`src/sv/rtcp_compound_packet_parser_defines.svh`:
```
// Assertion macros used by the RTCP parser back end.
`ifndef RTCP_COMPOUND_PACKET_PARSER_DEFINES_SVH
`define RTCP_COMPOUND_PACKET_PARSER_DEFINES_SVH
// Assert that an antecedent implies a consequent in the same cycle.
`define RTCP_ASSERT_IMP(label, clk, rst_n, ante, cons, msg) \
    label: assert property (@(posedge clk) disable iff (!rst_n) (ante) |-> (cons)) \
        else $error(msg);
// Assert that an antecedent implies a consequent in the following cycle.
`define RTCP_ASSERT_NXT(label, clk, rst_n, ante, cons, msg) \
    label: assert property (@(posedge clk) disable iff (!rst_n) (ante) |=> (cons)) \
        else $error(msg);
`endif

```
`src/sv/rtcp_pkg.sv`:
```
// Types and constants shared by the RTCP compound packet parser.
package rtcp_pkg;

    localparam logic [1:0] KIND_FIELD   = 2'd0;
    localparam logic [1:0] KIND_TEXT    = 2'd1;
    localparam logic [1:0] KIND_VERDICT = 2'd2;

    localparam logic [7:0] PT_SR   = 8'd200;
    localparam logic [7:0] PT_RR   = 8'd201;
    localparam logic [7:0] PT_SDES = 8'd202;
    localparam logic [7:0] PT_BYE  = 8'd203;
    localparam logic [7:0] PT_APP  = 8'd204;

    localparam logic [1:0] CFG_HIGH_ACC  = 2'd0;
    localparam logic [1:0] CFG_FIELD_EN  = 2'd1;
    localparam logic [1:0] CFG_PORT_THR  = 2'd2;

    localparam logic [4:0] FID_RR_SSRC = 5'd12;
    localparam logic [4:0] FID_CSRC    = 5'd19;
    localparam logic [4:0] FID_TEXT    = 5'd20;

    // SDES walk phases
    localparam logic [1:0] SD_CSRC = 2'd0;
    localparam logic [1:0] SD_TYPE = 2'd1;
    localparam logic [1:0] SD_LEN  = 2'd2;
    localparam logic [1:0] SD_DONE = 2'd3;

    localparam logic [17:0] NO_NEXT = 18'h3FFFF;
    localparam int          QDEPTH  = 4;

    typedef struct packed {
        logic [7:0]  data_byte;
        logic        last_byte;
        logic [15:0] source_port;
        logic [15:0] destination_port;
    } t_in_item;

    typedef struct packed {
        logic [1:0]  result_kind;
        logic [4:0]  field_id;
        logic [31:0] field_value;
        logic [15:0] text_offset;
        logic [7:0]  text_length;
        logic        is_match;
        logic        last_result;
    } t_out_item;

    // Classified work for the back end: optional field result plus optional verdict
    typedef struct packed {
        logic      has_field;
        t_out_item field;
        logic      has_verdict;
        logic      match;
    } t_work;

endpackage

```
`src/sv/rtcp_front.sv`:
```
// Front end: walks the byte stream and classifies each byte into pending results.
module rtcp_front
    import rtcp_pkg::*;
#(
    parameter int OFFSET_BITS = 16
) (
    input  logic        i_clk,
    input  logic        i_rst_n,
    input  logic        i_valid,
    output logic        o_ready,
    input  t_in_item    i_item,
    input  logic        i_high_accuracy,
    input  logic [22:0] i_field_enable_mask,
    input  logic [15:0] i_port_threshold,
    output logic        o_wvalid,
    input  logic        i_wready,
    output t_work       o_work
);

    localparam logic [OFFSET_BITS-1:0] POS_MAX = {OFFSET_BITS{1'b1}};

    logic [OFFSET_BITS-1:0] r_pos, n_pos;
    logic [17:0] r_sp_start, n_sp_start, r_sp_end, n_sp_end;
    logic [17:0] r_item_next, n_item_next;
    logic [7:0]  r_ptype, n_ptype;
    logic [4:0]  r_rcount, n_rcount;
    logic [31:0] r_shift;
    logic [1:0]  r_phase, n_phase;
    logic        r_active, n_active, r_match, n_match, r_ports, n_ports;

    logic        acc;
    logic [31:0] shift_n;
    logic [17:0] p, start_eff, rel, e, nxt;
    logic [15:0] len;
    logic [15:0] k;
    logic        parse, emit_num, emit_txt;
    logic [4:0]  fid;

    assign o_ready  = i_wready;
    assign acc      = i_valid & o_ready;
    assign o_wvalid = i_valid;
    assign shift_n  = {r_shift[23:0], i_item.data_byte};
    assign p        = 18'(r_pos);

    function automatic logic en(input logic [22:0] m, input logic [4:0] id);
        logic r;
        r = m[id];
        if (id <= 5'd11) r = r | m[21];
        else if (id <= 5'd18) r = r | m[22];
        return r;
    endfunction

    // Per-byte parse step
    always_comb begin
        n_pos = r_pos; n_sp_start = r_sp_start; n_sp_end = r_sp_end;
        n_item_next = r_item_next; n_ptype = r_ptype; n_rcount = r_rcount;
        n_phase = r_phase; n_active = r_active; n_match = r_match; n_ports = r_ports;
        emit_num = 1'b0; emit_txt = 1'b0; fid = '0;
        len = shift_n[15:0];
        e = '0; nxt = '0;
        start_eff = (p == r_sp_end) ? p : r_sp_start;
        rel = p - start_eff;
        k = 16'(rel >> 2);
        if (r_pos == '0) begin
            n_ports = (i_item.source_port > i_port_threshold) &&
                      (i_item.destination_port > i_port_threshold);
        end
        parse = r_active && !(r_pos == '0 && !n_ports);
        if (r_pos == '0 && !n_ports) n_active = 1'b0;
        if (parse) begin
            n_sp_start = start_eff;
            if (rel == 18'd0) begin
                n_rcount = i_item.data_byte[4:0];
                n_phase  = SD_DONE;
                if (start_eff == '0 && i_item.data_byte[7:6] != 2'd2) begin
                    n_match = 1'b0; n_active = 1'b0;
                end
            end else if (rel == 18'd1) begin
                n_ptype = i_item.data_byte;
                if (i_item.data_byte < PT_SR || i_item.data_byte > PT_APP) begin
                    n_match = 1'b0; n_active = 1'b0;
                end else if (start_eff == '0 && !i_high_accuracy) begin
                    n_active = 1'b0;
                end
            end else if (rel == 18'd2) begin
                n_active = r_active;
            end else if (rel == 18'd3) begin
                e = start_eff + {len, 2'b00} + 18'd4;
                n_sp_end = (len == '0 || ({2'b0, start_eff} + {2'b0, len, 2'b00} + 20'd4)
                            > {2'b0, NO_NEXT}) ? NO_NEXT : e;
                if (r_ptype == PT_SDES && len >= 16'd2) n_phase = SD_CSRC;
            end else if (r_ptype == PT_SR) begin
                if (rel[1:0] == 2'b11 && (k <= 16'd6 || (r_rcount != '0 && k <= 16'd12))) begin
                    fid = 5'(k - 16'd1);
                    emit_num = en(i_field_enable_mask, fid);
                end
            end else if (r_ptype == PT_RR) begin
                if (rel[1:0] == 2'b11 && (k == 16'd1 || (r_rcount != '0 && k <= 16'd7))) begin
                    fid = 5'(k + 16'd11);
                    emit_num = en(i_field_enable_mask, fid);
                end
            end else if (r_ptype == PT_SDES) begin
                unique case (r_phase)
                    SD_CSRC: begin
                        if (rel == 18'd7) begin
                            fid = FID_CSRC;
                            emit_num = en(i_field_enable_mask, FID_CSRC);
                            n_phase = SD_TYPE;
                            n_item_next = start_eff + 18'd8;
                        end
                    end
                    SD_TYPE: begin
                        if (p == r_item_next)
                            n_phase = (i_item.data_byte == '0) ? SD_DONE : SD_LEN;
                    end
                    SD_LEN: begin
                        nxt = p + 18'd1 + 18'(i_item.data_byte);
                        if (nxt >= r_sp_end) begin
                            n_phase = SD_DONE;
                        end else begin
                            emit_txt = en(i_field_enable_mask, FID_TEXT);
                            n_item_next = nxt;
                            n_phase = SD_TYPE;
                        end
                    end
                    default: n_phase = r_phase;
                endcase
            end
        end
        if (r_pos < POS_MAX) n_pos = r_pos + 1'b1;
        else n_active = 1'b0;
    end

    // Work item for the back end
    always_comb begin
        o_work = '0;
        o_work.has_field = emit_num | emit_txt;
        if (emit_txt) begin
            o_work.field.result_kind = KIND_TEXT;
            o_work.field.field_id    = FID_TEXT;
            o_work.field.text_offset = 16'(p + 18'd1);
            o_work.field.text_length = i_item.data_byte;
        end else begin
            o_work.field.result_kind = KIND_FIELD;
            o_work.field.field_id    = fid;
            o_work.field.field_value = shift_n;
        end
        o_work.has_verdict = i_item.last_byte;
        o_work.match = n_ports && (r_pos >= OFFSET_BITS'(3)) && n_match;
    end

    // State registers; cleared after each verdict
    always_ff @(posedge i_clk) begin
        if (!i_rst_n || (acc && i_item.last_byte)) begin
            r_pos <= '0; r_sp_start <= '0; r_sp_end <= '0; r_item_next <= '0;
            r_ptype <= '0; r_rcount <= '0; r_shift <= '0; r_phase <= '0;
            r_active <= 1'b1; r_match <= 1'b1; r_ports <= 1'b0;
        end else if (acc) begin
            r_pos <= n_pos; r_sp_start <= n_sp_start; r_sp_end <= n_sp_end;
            r_item_next <= n_item_next; r_ptype <= n_ptype; r_rcount <= n_rcount;
            r_shift <= shift_n; r_phase <= n_phase; r_active <= n_active;
            r_match <= n_match; r_ports <= n_ports;
        end
    end

endmodule

```
`src/sv/rtcp_back.sv`:
```
// Back end: queue of classified work, split into one result beat per cycle while the receiver is ready.
module rtcp_back
    import rtcp_pkg::*;
(
    input  logic      i_clk,
    input  logic      i_rst_n,
    input  logic      i_wvalid,
    output logic      o_wready,
    input  t_work     i_work,
    output logic      o_valid,
    input  logic      i_ready,
    output t_out_item o_item
);

    `include "rtcp_compound_packet_parser_defines.svh"

    localparam int AW = $clog2(QDEPTH);

    t_work          r_q [QDEPTH];
    logic [AW-1:0]  r_rd, r_wr;
    logic [AW:0]    r_cnt;
    logic           r_half;
    logic           push, pop, head_two;
    t_work          head;

    assign head     = r_q[r_rd];
    assign o_wready = (r_cnt != (AW+1)'(QDEPTH));
    assign push     = i_wvalid && o_wready && (i_work.has_field || i_work.has_verdict);
    assign o_valid  = (r_cnt != '0);
    assign head_two = head.has_field && head.has_verdict;
    assign pop      = o_valid && i_ready && (!head_two || r_half);

    // Present field first, then verdict
    always_comb begin
        o_item = '0;
        if (head.has_field && !r_half) begin
            o_item = head.field;
        end else begin
            o_item.result_kind = KIND_VERDICT;
            o_item.is_match    = head.match;
            o_item.last_result = 1'b1;
        end
    end

    always_ff @(posedge i_clk) begin
        if (push) r_q[r_wr] <= i_work;
    end

    always_ff @(posedge i_clk) begin
        if (!i_rst_n) begin
            r_rd <= '0; r_wr <= '0; r_cnt <= '0; r_half <= 1'b0;
        end else begin
            if (push) r_wr <= r_wr + 1'b1;
            if (pop) r_rd <= r_rd + 1'b1;
            r_cnt <= r_cnt + (AW+1)'(push) - (AW+1)'(pop);
            if (pop) r_half <= 1'b0;
            else if (o_valid && i_ready && head_two) r_half <= 1'b1;
        end
    end

    `RTCP_ASSERT_IMP(a_cnt_bound, i_clk, i_rst_n, 1'b1, r_cnt <= (AW+1)'(QDEPTH), "queue overflow")
    `RTCP_ASSERT_IMP(a_half_two, i_clk, i_rst_n, r_half, head_two && o_valid, "split beat lost")
    `RTCP_ASSERT_NXT(a_empty_pop, i_clk, i_rst_n, !o_valid && !push, !o_valid, "phantom beat")

endmodule

```
`src/sv/rtcp_compound_packet_parser.sv`:
```
// RTCP compound packet parser: top level with configuration registers.
// Accepts one payload byte per clock while the queue has room; each byte produces zero,
// one or two result beats (a field or text span, then the verdict on the last byte).
// Results pass through a four-entry queue drained at one beat per cycle while the
// receiver is ready; a byte that yields two results is split into two output beats.
module rtcp_compound_packet_parser
    import rtcp_pkg::*;
#(
    parameter int OFFSET_BITS = 16
) (
    input  logic        i_clk,
    input  logic        i_rst_n,
    input  logic        i_valid,
    output logic        o_ready,
    input  t_in_item    i_data,
    output logic        o_valid,
    input  logic        i_ready,
    output t_out_item   o_data,
    input  logic        i_cfg_valid,
    output logic        o_cfg_ready,
    input  logic [1:0]  i_cfg_index,
    input  logic [22:0] i_cfg_data
);

    logic        r_high_acc;
    logic [22:0] r_field_en;
    logic [15:0] r_port_thr;
    logic        wvalid, wready;
    t_work       work;

    assign o_cfg_ready = 1'b1;

    // Configuration registers
    always_ff @(posedge i_clk) begin
        if (!i_rst_n) begin
            r_high_acc <= 1'b1; r_field_en <= '0; r_port_thr <= 16'd1024;
        end else if (i_cfg_valid) begin
            unique case (i_cfg_index)
                CFG_HIGH_ACC: r_high_acc <= i_cfg_data[0];
                CFG_FIELD_EN: r_field_en <= i_cfg_data;
                CFG_PORT_THR: r_port_thr <= i_cfg_data[15:0];
                default:      r_high_acc <= r_high_acc;
            endcase
        end
    end

    rtcp_front #(.OFFSET_BITS(OFFSET_BITS)) u_front (
        .i_clk, .i_rst_n, .i_valid, .o_ready, .i_item(i_data),
        .i_high_accuracy(r_high_acc), .i_field_enable_mask(r_field_en),
        .i_port_threshold(r_port_thr),
        .o_wvalid(wvalid), .i_wready(wready), .o_work(work)
    );

    rtcp_back u_back (
        .i_clk, .i_rst_n, .i_wvalid(wvalid), .o_wready(wready), .i_work(work),
        .o_valid, .i_ready, .o_item(o_data)
    );

endmodule

```
`config.mk`:
```
export PLATFORM = sky130hd
export DESIGN_NAME = rtcp_compound_packet_parser
export DESIGN_NICKNAME = d
export VERILOG_FILES = /design/src/sv/rtcp_pkg.sv /design/src/sv/rtcp_front.sv /design/src/sv/rtcp_back.sv /design/src/sv/rtcp_compound_packet_parser.sv
export VERILOG_INCLUDE_DIRS = /design/src /design/src/sv
export SDC_FILE = /design/constraint.sdc
export NUM_CORES = 1
export LEC_CHECK = 0
export BUFFER_PORTS_ARGS = -buffer_cell sky130_fd_sc_hd__buf_2
export CORE_UTILIZATION = 45
export CTS_BUF_LIST = sky130_fd_sc_hd__clkbuf_16
export CTS_CLUSTER_SIZE = 24
export DETAILED_ROUTE_END_ITERATION = 10
export SLEW_MARGIN = 20
export SYNTH_ARGS = -nofsm -noshare
export SYNTH_HDL_FRONTEND = slang
export SYNTH_HIERARCHICAL = 1
export SYNTH_SLANG_ARGS = --single-unit
```
`constraint.sdc`:
```
create_clock -name i_clk -period 10.4 [get_ports i_clk]
set_clock_uncertainty 0.05 [all_clocks]
set_input_delay 2.08 -clock i_clk [delete_from_list [all_inputs] [get_ports i_clk]]
set_output_delay 2.08 -clock i_clk [all_outputs]
set_load 0.01 [all_outputs]
```
==> flow_summary_export.csv, run 1 <==
group,metric,value,unit
clock_tree,cts_root_buf,"clkbuf_16",
clock_tree,cts_hold_buffers,0,
grt,grt_util_all_layers,24.0,%
finish,final_layout_size_suffix_gt1_share,15.7,%
route,totalWireLength,63600,µm
worst_setup_path,critPathTopFamily,"compound AO/OA/AOI/OAI gates",
clock_tree,h-tree-depth,2,
logic_synthesis,synth_area,23400,µm²
floorplanning,start_util,45.6,%
placement,dp_hpwl,44700,µm
timing,worst_pin_slew,1060,ps
clock_tree,clkTransAtPathRegs,60,ps
finish,final_cell_area,26000,µm²
worst_setup_path,arrival,8960,ps
route,final_antenna_net_count,0,
clock_tree,cts_sinks,434,
placement,place_congestion,0.912,
logic_synthesis,synth_cell_type_count,96,
clock_tree,clk_latency,600,ps
route,num_vias,16800,
logic_synthesis,ys_ff_latch,434,
logic_synthesis,yosysTopAreaCell,"edfxtp_1",
grt,use_met1,33.8,%
timing,fin_hold_ws,400,ps
clock_tree,post-cts-setup-buffer-count,0,
clock_tree,cts_buffer_depth,3,
logic_synthesis,synth_top_flop_cell,"edfxtp_1",
timing,rsz0062_at_grt,"false",
timing,fmax,118,MHz
floorplanning,row_count,83,
worst_setup_path,timing.rr.start,"u_front/r_pos[3]$_SDFFE_PP0P_",
grt,use_met2,38.2,%
grt,met3_usage,2.86,%
finish,fillCellCount,4575,
grt,grt_pass1_vias,16600,
clock_tree,cts_tree,"yes",
logic_synthesis,syn_avg_cell_area,11.2,µm²
clock_tree,ctsResizeCount,0,
grt,busiest_layer,"met2",
grt,grt_pass1_wl,98200,µm
grt,grt_remaining_overflow,0,
logic_synthesis,muxShareOfSynthArea,11.5,%
worst_setup_path,startpoint,"u_front/r_pos[3]$_SDFFE_PP0P_",
logic_synthesis,synthAdderAreaFrac,6.54,%
worst_setup_path,cp_num_buf_inv,6,
floorplanning,dieArea,53000,µm²
placement,placed_area,24500,µm²
route,dr.pass1.iters,6,
grt,antenna_found_initial,2,
logic_synthesis,synth-compound-area-share,10.0,%
logic_synthesis,yosys_warnings,6,
worst_setup_path,cp_slowest_cell,"dfxtp_1",
floorplanning,ios,139,
route,drc,0,
logic_synthesis,synth_top_area_share,34.9,%
worst_setup_path,slowest_delay,740,ps
logic_synthesis,synth_top_family_by_area,"simple AND/OR/NAND/NOR gates",
timing,report.final.slew_viol_count,0,
finish,diodes,0,
worst_setup_path,start_kind,"flip-flop",
logic_synthesis,async_reset_ff_share,0,%
worst_setup_path,cp.required,10870,ps
placement,io_buffers,137,
timing,setup_viol,0,
worst_setup_path,path_max_fanout,16,
power_and_ir_drop,p_leak,10.4,nW
timing,timing.final.ws_setup,1910,ps
floorplanning,die_y,230,µm
floorplanning,core,51400,µm²
worst_setup_path,crit_path_end_kind,"flip-flop",
flow_run,cap_violations,0,
route,post_drt_wl_per_cell,21.9,µm
power_and_ir_drop,power.total,5.35,mW
worst_setup_path,path_class,"flip-flop to flip-flop",
timing,tns,0,ps
placement,place_ws,1770,ps
route,routed_via_density,5.78,
logic_synthesis,synthXorXnorAreaFrac,3.93,%
timing,hold_viol,0,
logic_synthesis,yosysSeqAreaShare,48.7,%
timing,timing.final.crit_share,81.6,%
hold_path,holdCritPathClass,"flip-flop to flip-flop",
logic_synthesis,synth.area.top_cells,"edfxtp_1 (35%), dfxtp_1 (14%), mux4_2 (7.1%)",
power_and_ir_drop,power_density,206,nW/µm²
power_and_ir_drop,vdd_ir_drop_max,0.154,mV
hold_path,hold_start,"u_front/r_shift[23]$_SDFFE_PP0P_",
logic_synthesis,yosys.area_share.simple,14.6,%
logic_synthesis,synth_cells,2096,
finish,synthToLayoutAreaGrowth,11.1,%
floorplanning,die_width,230,µm
logic_synthesis,synth_edf_count,272,
finish,final_net_count,2382,
grt,grt_max_degree,80,
clock_tree,cts_buffers,47,
outcome,status,"completed",
timing,relSlewSlack,29.0,%
timing,fin_crit,8490,ps
route,drtIter0Drc,1264,
==> power breakdown <==
group          internal, mW  total (mW)  switching (mW)
logic                 0.715        1.74            1.02
clock network         0.929        1.62           0.696
registers              1.91        1.99          0.0813
total                  3.56        5.35            1.80
==> worst paths after layout <==
kind                                       to  slack (ps)  depth (start not counted)
min          u_front/r_shift[23]$_SDFFE_PP0P_         400                          2
max                u_back/r_cnt[2]$_SDFF_PN0_        1910                         35
min reg2reg  u_front/r_shift[23]$_SDFFE_PP0P_         400                          2
max reg2reg        u_back/r_cnt[2]$_SDFF_PN0_        1910                         35
==> worst min-delay path: cells and delay by family (launching register included) <==
kind | cells | cell delay (ps)
compound gates | 1 | 50
flops | 1 | 300
simple gates | 1 | 50
==> cells by family (layout without fill, tap and decap cells) <==
group | after synthesis | in the layout
simple gates | 669 | 669
flops | 434 | 434
compound gates | 366 | 366
buf+inv | 223 | 355
mux | 176 | 176
fa+ha+maj | 121 | 121
xor+xnor | 105 | 105
other cells | 2 | 5
==> state kept, by name, indices dropped and copies added (netlist names), 8 cells and up, named ones only <==
signal               count
u_front/r_ptype          8
u_front/r_shift         24
u_front/r_sp_end        18
r_port_thr              16
u_front/r_sp_start      18
u_front/r_item_next     18
u_front/r_pos           16
u_back/r_q             272
r_field_en              23
==> stage by stage <==
stage,utilization (%),std cells
final,50.6,2911
after floorplan,-,2099
after global routing,50.6,2911
after CTS,50.6,2911
after detailed placement,47.7,2823
after global placement,47.7,2823
==> synth_stat cells, drive strengths merged, types with 18 or more instances <==
cell type,number
inv,97
nor2,140
mux4,74
nand2b,18
ha,116
xnor2,44
edfxtp,272
nand2,204
nor4,25
dfxtp,162
a211oi,21
nor3,26
clkbuf,64
and2,59
a21oi,114
a21o,30
mux2i,96
buf,61
nand3,31
nand4,19
xor2,61
o21ai,91
and3,74
==> cell usage in the layout (no fill, tap or decap), drive strengths merged, types with 26 or more instances in the layout <==
cell and n:
and3 74, ha 116, mux2i 96, nor2 140, a21o 30, nand3 31
o21ai 91, mux4 74, nor3 26, edfxtp 272, a21oi 114, nand2 204
xor2 61, xnor2 44, dfxtp 162, clkbuf 47, inv 112, and2 59
buf 169
==> final cells by class <==
class | instances | area, µm² | share of cell area (%)
Clock buffer | 47 | 1180 | 4.52
Clock inverter | 41 | 338 | 1.30
Sequential cell | 434 | 11400 | 43.9
Timing Repair Buffer | 169 | 926 | 3.56
Tap cell | 680 | 851 | 3.27
Inverter | 98 | 368 | 1.41
Multi-Input combinational cell | 1442 | 10900 | 42.1
==> per-layer routing <==
| metal | vias up | wire (µm) |
|---|---|---|
| li1 | 7875 | - |
| met1 | 8306 | 29100 |
| met2 | 546 | 29400 |
| met3 | 112 | 3270 |
| met4 | 0 | 1900 |
| met5 | - | 0 |
(Power assumes the default switching activity.)
==> run 2: changes to the inputs <==
==> constraint.sdc (replaced) <==
create_clock -name i_clk -period 8.46 [get_ports i_clk]
set_clock_uncertainty 0.05 [all_clocks]
set_input_delay 1.692 -clock i_clk [delete_from_list [all_inputs] [get_ports i_clk]]
set_output_delay 1.692 -clock i_clk [all_outputs]
set_load 0.01 [all_outputs]
==> run 2 against run 1 <==
  * Sequential power grew 22%
  * Sequential share of layout area shrank 0.36 points
  * Critical path depth shrank 2
  * Non-clock buffer count grew 27
  * Fmax grew 8.5%
  * Routed wire length shrank 1.8%
  * Clock power grew 19%
  * Combinational power grew 25%
  * Hold slack gained 1.5 ps
  * Cell count grew 0.93%
  * Global-route usage shrank 0.38 points
  * Largest power group unchanged
==> flow_summary_export.csv, run 2 (synthesis results as in run 1) <==
group,metric,value,unit
timing,worst_pin_slew,1050,ps
power_and_ir_drop,power_density,249,nW/µm²
timing,timing.final.crit_share,92.5,%
timing,rsz0062_at_grt,"false",
grt,grt_max_degree,90,
finish,synthToLayoutAreaGrowth,12.0,%
worst_setup_path,arrival,8270,ps
route,drtIter0Drc,1288,
clock_tree,h-tree-depth,2,
grt,grt_util_all_layers,23.6,%
clock_tree,cts_hold_buffers,0,
finish,diodes,0,
flow_run,cap_violations,0,
placement,place_congestion,0.919,
clock_tree,clk_latency,580,ps
clock_tree,clkTransAtPathRegs,60,ps
timing,hold_viol,0,
finish,reg_top3,"u_back/r_q: 272 flops, u_front/r_shift: 24 flops, r_field_en: 23 flops",
worst_setup_path,slowest_delay,810,ps
clock_tree,cts_buffer_depth,3,
timing,fin_crit,7820,ps
power_and_ir_drop,p_leak,10.5,nW
route,routed_via_density,5.72,
worst_setup_path,path_max_fanout,9,
worst_setup_path,start_kind,"flip-flop",
floorplanning,row_count,83,
finish,final_layout_size_suffix_gt1_share,16.7,%
floorplanning,core,51400,µm²
worst_setup_path,timing.rr.start,"u_front/r_pos[15]$_SDFFE_PP0P_",
hold_path,hold_start,"u_front/r_shift[20]$_SDFFE_PP0P_",
worst_setup_path,crit_end,"u_back/r_cnt[2]$_SDFF_PN0_",
clock_tree,cts_sinks,434,
worst_setup_path,crit_path_end_kind,"flip-flop",
worst_setup_path,path_class,"flip-flop to flip-flop",
placement,io_buffers,137,
finish,layout_commonest_cell,"edfxtp_1",
clock_tree,post-cts-setup-buffer-count,0,
timing,fmax,128,MHz
floorplanning,start_util,45.6,%
worst_setup_path,cp_slowest_cell,"or4b_2",
clock_tree,ctsResizeCount,0,
worst_setup_path,rr_worst_depth,33,
floorplanning,dieArea,53000,µm²
grt,grt_pass1_vias,16700,
floorplanning,die_y,230,µm
finish,final_cell_area,26200,µm²
route,post_drt_wl_per_cell,21.3,µm
timing,relSlewSlack,29.9,%
placement,dp_hpwl,44200,µm
finish,fillCellCount,4566,
grt,grt_pass1_wl,97200,µm
clock_tree,cts_tree,"yes",
power_and_ir_drop,vdd_ir_drop_max,0.171,mV
timing,setup_viol,0,
floorplanning,die_width,230,µm
route,final_antenna_net_count,0,
power_and_ir_drop,power.total,6.53,mW
route,totalWireLength,62500,µm
placement,placed_area,24800,µm²
finish,largest_reg_flops,272,
clock_tree,cts_buffers,47,
finish,largest_register,"u_back/r_q",
route,drc,0,
grt,antenna_found_initial,0,
finish,final_net_count,2409,
worst_setup_path,reg2reg_slack,640,ps
worst_setup_path,critPathMostFrequentCell,"inv_1",
hold_path,holdCritPathClass,"flip-flop to flip-flop",
finish,final_cell_mix,"edfxtp_1 (272), nand2_1 (201), dfxtp_1 (160)",
outcome,status,"completed",
worst_setup_path,cp.required,8910,ps
worst_setup_path,startpoint,"u_front/r_pos[15]$_SDFFE_PP0P_",
grt,grt_remaining_overflow,0,
timing,report.final.slew_viol_count,0,
floorplanning,ios,139,
route,dr.pass1.iters,5,
timing,tns,0,ps
worst_setup_path,crit-reg2reg-capture,"u_back/r_cnt[2]$_SDFF_PN0_",
clock_tree,cts_root_buf,"clkbuf_16",
finish,fin_util,51.0,%
route,num_vias,16800,
run 2: cell types whose count changed in the layout (fill, tap and decap cells not counted), moves of 2 or more:
| cell | delta |
|---|---|
| bufinv_16 | -2 |
| clkinvlp_2 | +2 |
| buf_4 | +21 |
| clkinv_2 | -3 |
| buf_12 | +6 |
| clkinvlp_4 | +4 |
run 2: cell type report:
cell class | count | area [µm²] | area share [%]
tap | 680 | 851 | 3.24
sequential | 434 | 11400 | 43.5
multi-input combinational | 1442 | 10900 | 41.7
inverter | 98 | 368 | 1.40
clock inverter | 40 | 253 | 0.963
timing repair buffer | 196 | 1200 | 4.59
clock buffer | 48 | 1200 | 4.58
run 2: critical path, delay by kind of cell (launching register included):
kind | cells | cell delay [ps]
flops | 1 | 300
buf+inv | 6 | 500
compound gates | 10 | 2400
simple gates | 9 | 2580
mux | 1 | 300
xor+xnor | 2 | 330
fa+ha+maj | 5 | 1310
run 2: worst min path at each step:
stage,endpoint,slack [ps],cells after the start
floorplan,u_front/r_match$_SDFFE_PP1P_,380,1
global placement,u_front/r_match$_SDFFE_PP1P_,390,1
detailed placement,u_front/r_shift[21]$_SDFFE_PP0P_,400,2
CTS,u_front/r_shift[20]$_SDFFE_PP0P_,400,2
global route,r_field_en[7]$_SDFFE_PN0P_,420,2
finish,u_front/r_shift[20]$_SDFFE_PP0P_,400,2
run 2: per-stage QoR:
step           worst slack (ps)  instances  hold WS, ps
3_3_place_gp                674       2850          388
4_1_cts                     720       2938          405
3_5_place_dp                426       2850          396
2_1_floorplan               370       2099          376
5_1_grt                     150       2938          420
6_report                    638       2938          401
run 2: power by group:
part           internal (mW)  switching, mW  leakage, nW
sequential              2.35         0.0833         3.95
combinational          0.908           1.26         5.85
clock                   1.09          0.839        0.739
run 2: layer usage:
| metal | vias to the layer above | global-route usage (%) | wire, µm |
|---|---|---|---|
| met2 | 409 | 38.0 | 28700 |
| met4 | 0 | 6.44 | 1500 |
| li1 | 7924 | - | - |
| met3 | 90 | 3.42 | 2960 |
| met1 | 8392 | 33.1 | 29300 |
| met5 | - | 0 | 0 |
==> run 3: changes to the inputs <==
--- a/config.mk
+++ b/config.mk
@@ -8,7 +8,6 @@
 export LEC_CHECK = 0
 export BUFFER_PORTS_ARGS = -buffer_cell sky130_fd_sc_hd__buf_2
 export CORE_UTILIZATION = 45
-export CTS_BUF_LIST = sky130_fd_sc_hd__clkbuf_16
 export CTS_CLUSTER_SIZE = 24
 export DETAILED_ROUTE_END_ITERATION = 10
 export SLEW_MARGIN = 20
==> run 3 against run 2 <==
  * Power grew 1.0%
  * Utilization grew 0.097 points
  * Register-to-register slack lost 70 ps
  * Fmax shrank 0.91%
  * Via count grew 0.36%
  * Non-clock buffer count is the same
  * Sequential cell count is the same
  * Setup slack lost 72 ps
  * Design area grew 0.19%
==> flow_summary_export.csv, run 3 (synthesis results as in run 1) <==
group,metric,value,unit
clock_tree,cts_buffer_depth,3,
route,post_drt_wl_per_cell,21.3,µm
clock_tree,h-tree-depth,2,
worst_setup_path,rr_worst_depth,33,
worst_setup_path,reg2reg_slack,570,ps
worst_setup_path,critPathTopFamily,"simple AND/OR/NAND/NOR gates",
hold_path,hold_end,"u_front/r_shift[20]$_SDFFE_PP0P_",
clock_tree,clkTransAtPathRegs,60,ps
floorplanning,die_y,230,µm
worst_setup_path,slowest_delay,810,ps
worst_setup_path,path_max_fanout,9,
finish,largest_register,"u_back/r_q",
finish,final_cell_area,26300,µm²
power_and_ir_drop,power_density,251,nW/µm²
route,totalWireLength,62600,µm
worst_setup_path,timing.rr.start,"u_front/r_pos[15]$_SDFFE_PP0P_",
grt,grt_pass1_vias,16700,
worst_setup_path,cp_num_buf_inv,6,
placement,place_congestion,0.919,
finish,reg_top3,"u_back/r_q: 272 flops, u_front/r_shift: 24 flops, r_field_en: 23 flops",
worst_setup_path,path_class,"flip-flop to flip-flop",
floorplanning,ios,139,
flow_run,cap_violations,0,
power_and_ir_drop,p_leak,10.5,nW
route,final_antenna_net_count,0,
route,routed_via_density,5.74,
timing,fin_crit,7890,ps
finish,final_net_count,2409,
hold_path,hold_start,"u_front/r_shift[20]$_SDFFE_PP0P_",
finish,synthToLayoutAreaGrowth,12.3,%
timing,report.final.slew_viol_count,0,
finish,diodes,0,
clock_tree,cts_hold_buffers,0,
timing,setup_viol,0,
worst_setup_path,cp_num_cells,33,
clock_tree,clk_latency,580,ps
placement,dp_hpwl,44200,µm
clock_tree,ctsResizeCount,0,
route,dr.pass1.iters,5,
timing,rsz0062_at_grt,"false",
worst_setup_path,crit-reg2reg-capture,"u_back/r_cnt[2]$_SDFF_PN0_",
timing,tns,0,ps
floorplanning,start_util,45.6,%
worst_setup_path,start_kind,"flip-flop",
worst_setup_path,critPathMostFrequentCell,"inv_1",
floorplanning,die_width,230,µm
route,drtIter0Drc,1214,
grt,grt_pass1_wl,97200,µm
clock_tree,cts_buffers,47,
grt,antenna_found_initial,0,
route,num_vias,16900,
placement,placed_area,24800,µm²
worst_setup_path,cp_slowest_cell,"or4b_2",
floorplanning,row_count,83,
power_and_ir_drop,vdd_ir_drop_max,0.172,mV
clock_tree,cts_sinks,434,
timing,relSlewSlack,29.6,%
floorplanning,dieArea,53000,µm²
finish,layout_commonest_cell,"edfxtp_1",
worst_setup_path,arrival,8350,ps
timing,fmax,127,MHz
timing,hold_viol,0,
floorplanning,core,51400,µm²
clock_tree,cts_tree,"yes",
worst_setup_path,cp.required,8920,ps
finish,multiInputGateArea,10900,µm²
finish,final_cell_mix,"edfxtp_1 (272), nand2_1 (201), dfxtp_1 (160)",
grt,grt_util_all_layers,23.6,%
timing,worst_pin_slew,1060,ps
clock_tree,post-cts-setup-buffer-count,0,
clock_tree,cts_root_buf,"clkbuf_16",
placement,io_buffers,137,
grt,grt_max_degree,90,
grt,grt_remaining_overflow,0,
route,drc,0,
hold_path,hold_path_depth,2,
timing,timing.final.crit_share,93.3,%
worst_setup_path,crit_path_end_kind,"flip-flop",
finish,largest_reg_flops,272,
outcome,status,"completed",
finish,fillCellCount,4559,
hold_path,holdCritPathClass,"flip-flop to flip-flop",
finish,final_layout_size_suffix_gt1_share,17.0,%
power_and_ir_drop,power.total,6.60,mW
finish,seqCellArea,11400,µm²
finish,fin_util,51.1,%
## run 3: area by class of cell
type,instances,share of cell area (%)
Clock buffer,65,5.00
Tap cell,680,3.24
Multi-Input combinational cell,1442,41.6
Timing Repair Buffer,196,4.58
Inverter,98,1.40
Clock inverter,23,0.719
Sequential cell,434,43.4
## run 3: layer usage
metal,vias to the layer above,wire [µm],GRT usage [%]
met5,-,0,0
met4,0,1500,6.39
met3,96,3090,3.39
met2,445,28800,37.9
met1,8403,29200,33.2
li1,7931,-,-
## run 3: worst max-delay path by stage
stage	startpoint	slack, ps	end
global placement	i_data[34]	670	u_back/r_cnt[2]$_SDFF_PN0_
detailed placement	i_data[34]	430	u_back/r_cnt[2]$_SDFF_PN0_
floorplan	u_front/r_pos[13]$_SDFFE_PP0P_	370	u_back/r_q[0][0]$_DFFE_PP_
global route	u_front/r_pos[15]$_SDFFE_PP0P_	140	u_back/r_cnt[2]$_SDFF_PN0_
finish	u_front/r_pos[15]$_SDFFE_PP0P_	570	u_back/r_cnt[2]$_SDFF_PN0_
CTS	u_front/r_pos[15]$_SDFFE_PP0P_	720	u_back/r_cnt[2]$_SDFF_PN0_
## run 3: where the power goes
group | internal [mW] | total, mW | switching, mW
sequential | 2.35 | 2.43 | 0.0832
clock | 1.15 | 2.00 | 0.844
combinational | 0.908 | 2.17 | 1.26
## run 3: worst reg2reg max path: cells and delay by family (launching register included)
kind | cells | cell delay (ps)
AND/OR/NAND/NOR | 9 | 2600
AO/OA/AOI/OAI | 10 | 2410
adder cells (fa/ha/maj) | 5 | 1320
XOR/XNOR | 2 | 330
flip-flops | 1 | 300
buffers and inverters | 6 | 500
multiplexers | 1 | 310
## run 3: through the flow
stage | setup slack, ps | hold slack [ps] | cells
final | 566 | 401 | 2938
after global routing | 137 | 420 | 2938
after CTS | 717 | 405 | 2938
after detailed placement | 426 | 396 | 2850
after global placement | 674 | 388 | 2850
after floorplan | 370 | 376 | 2099
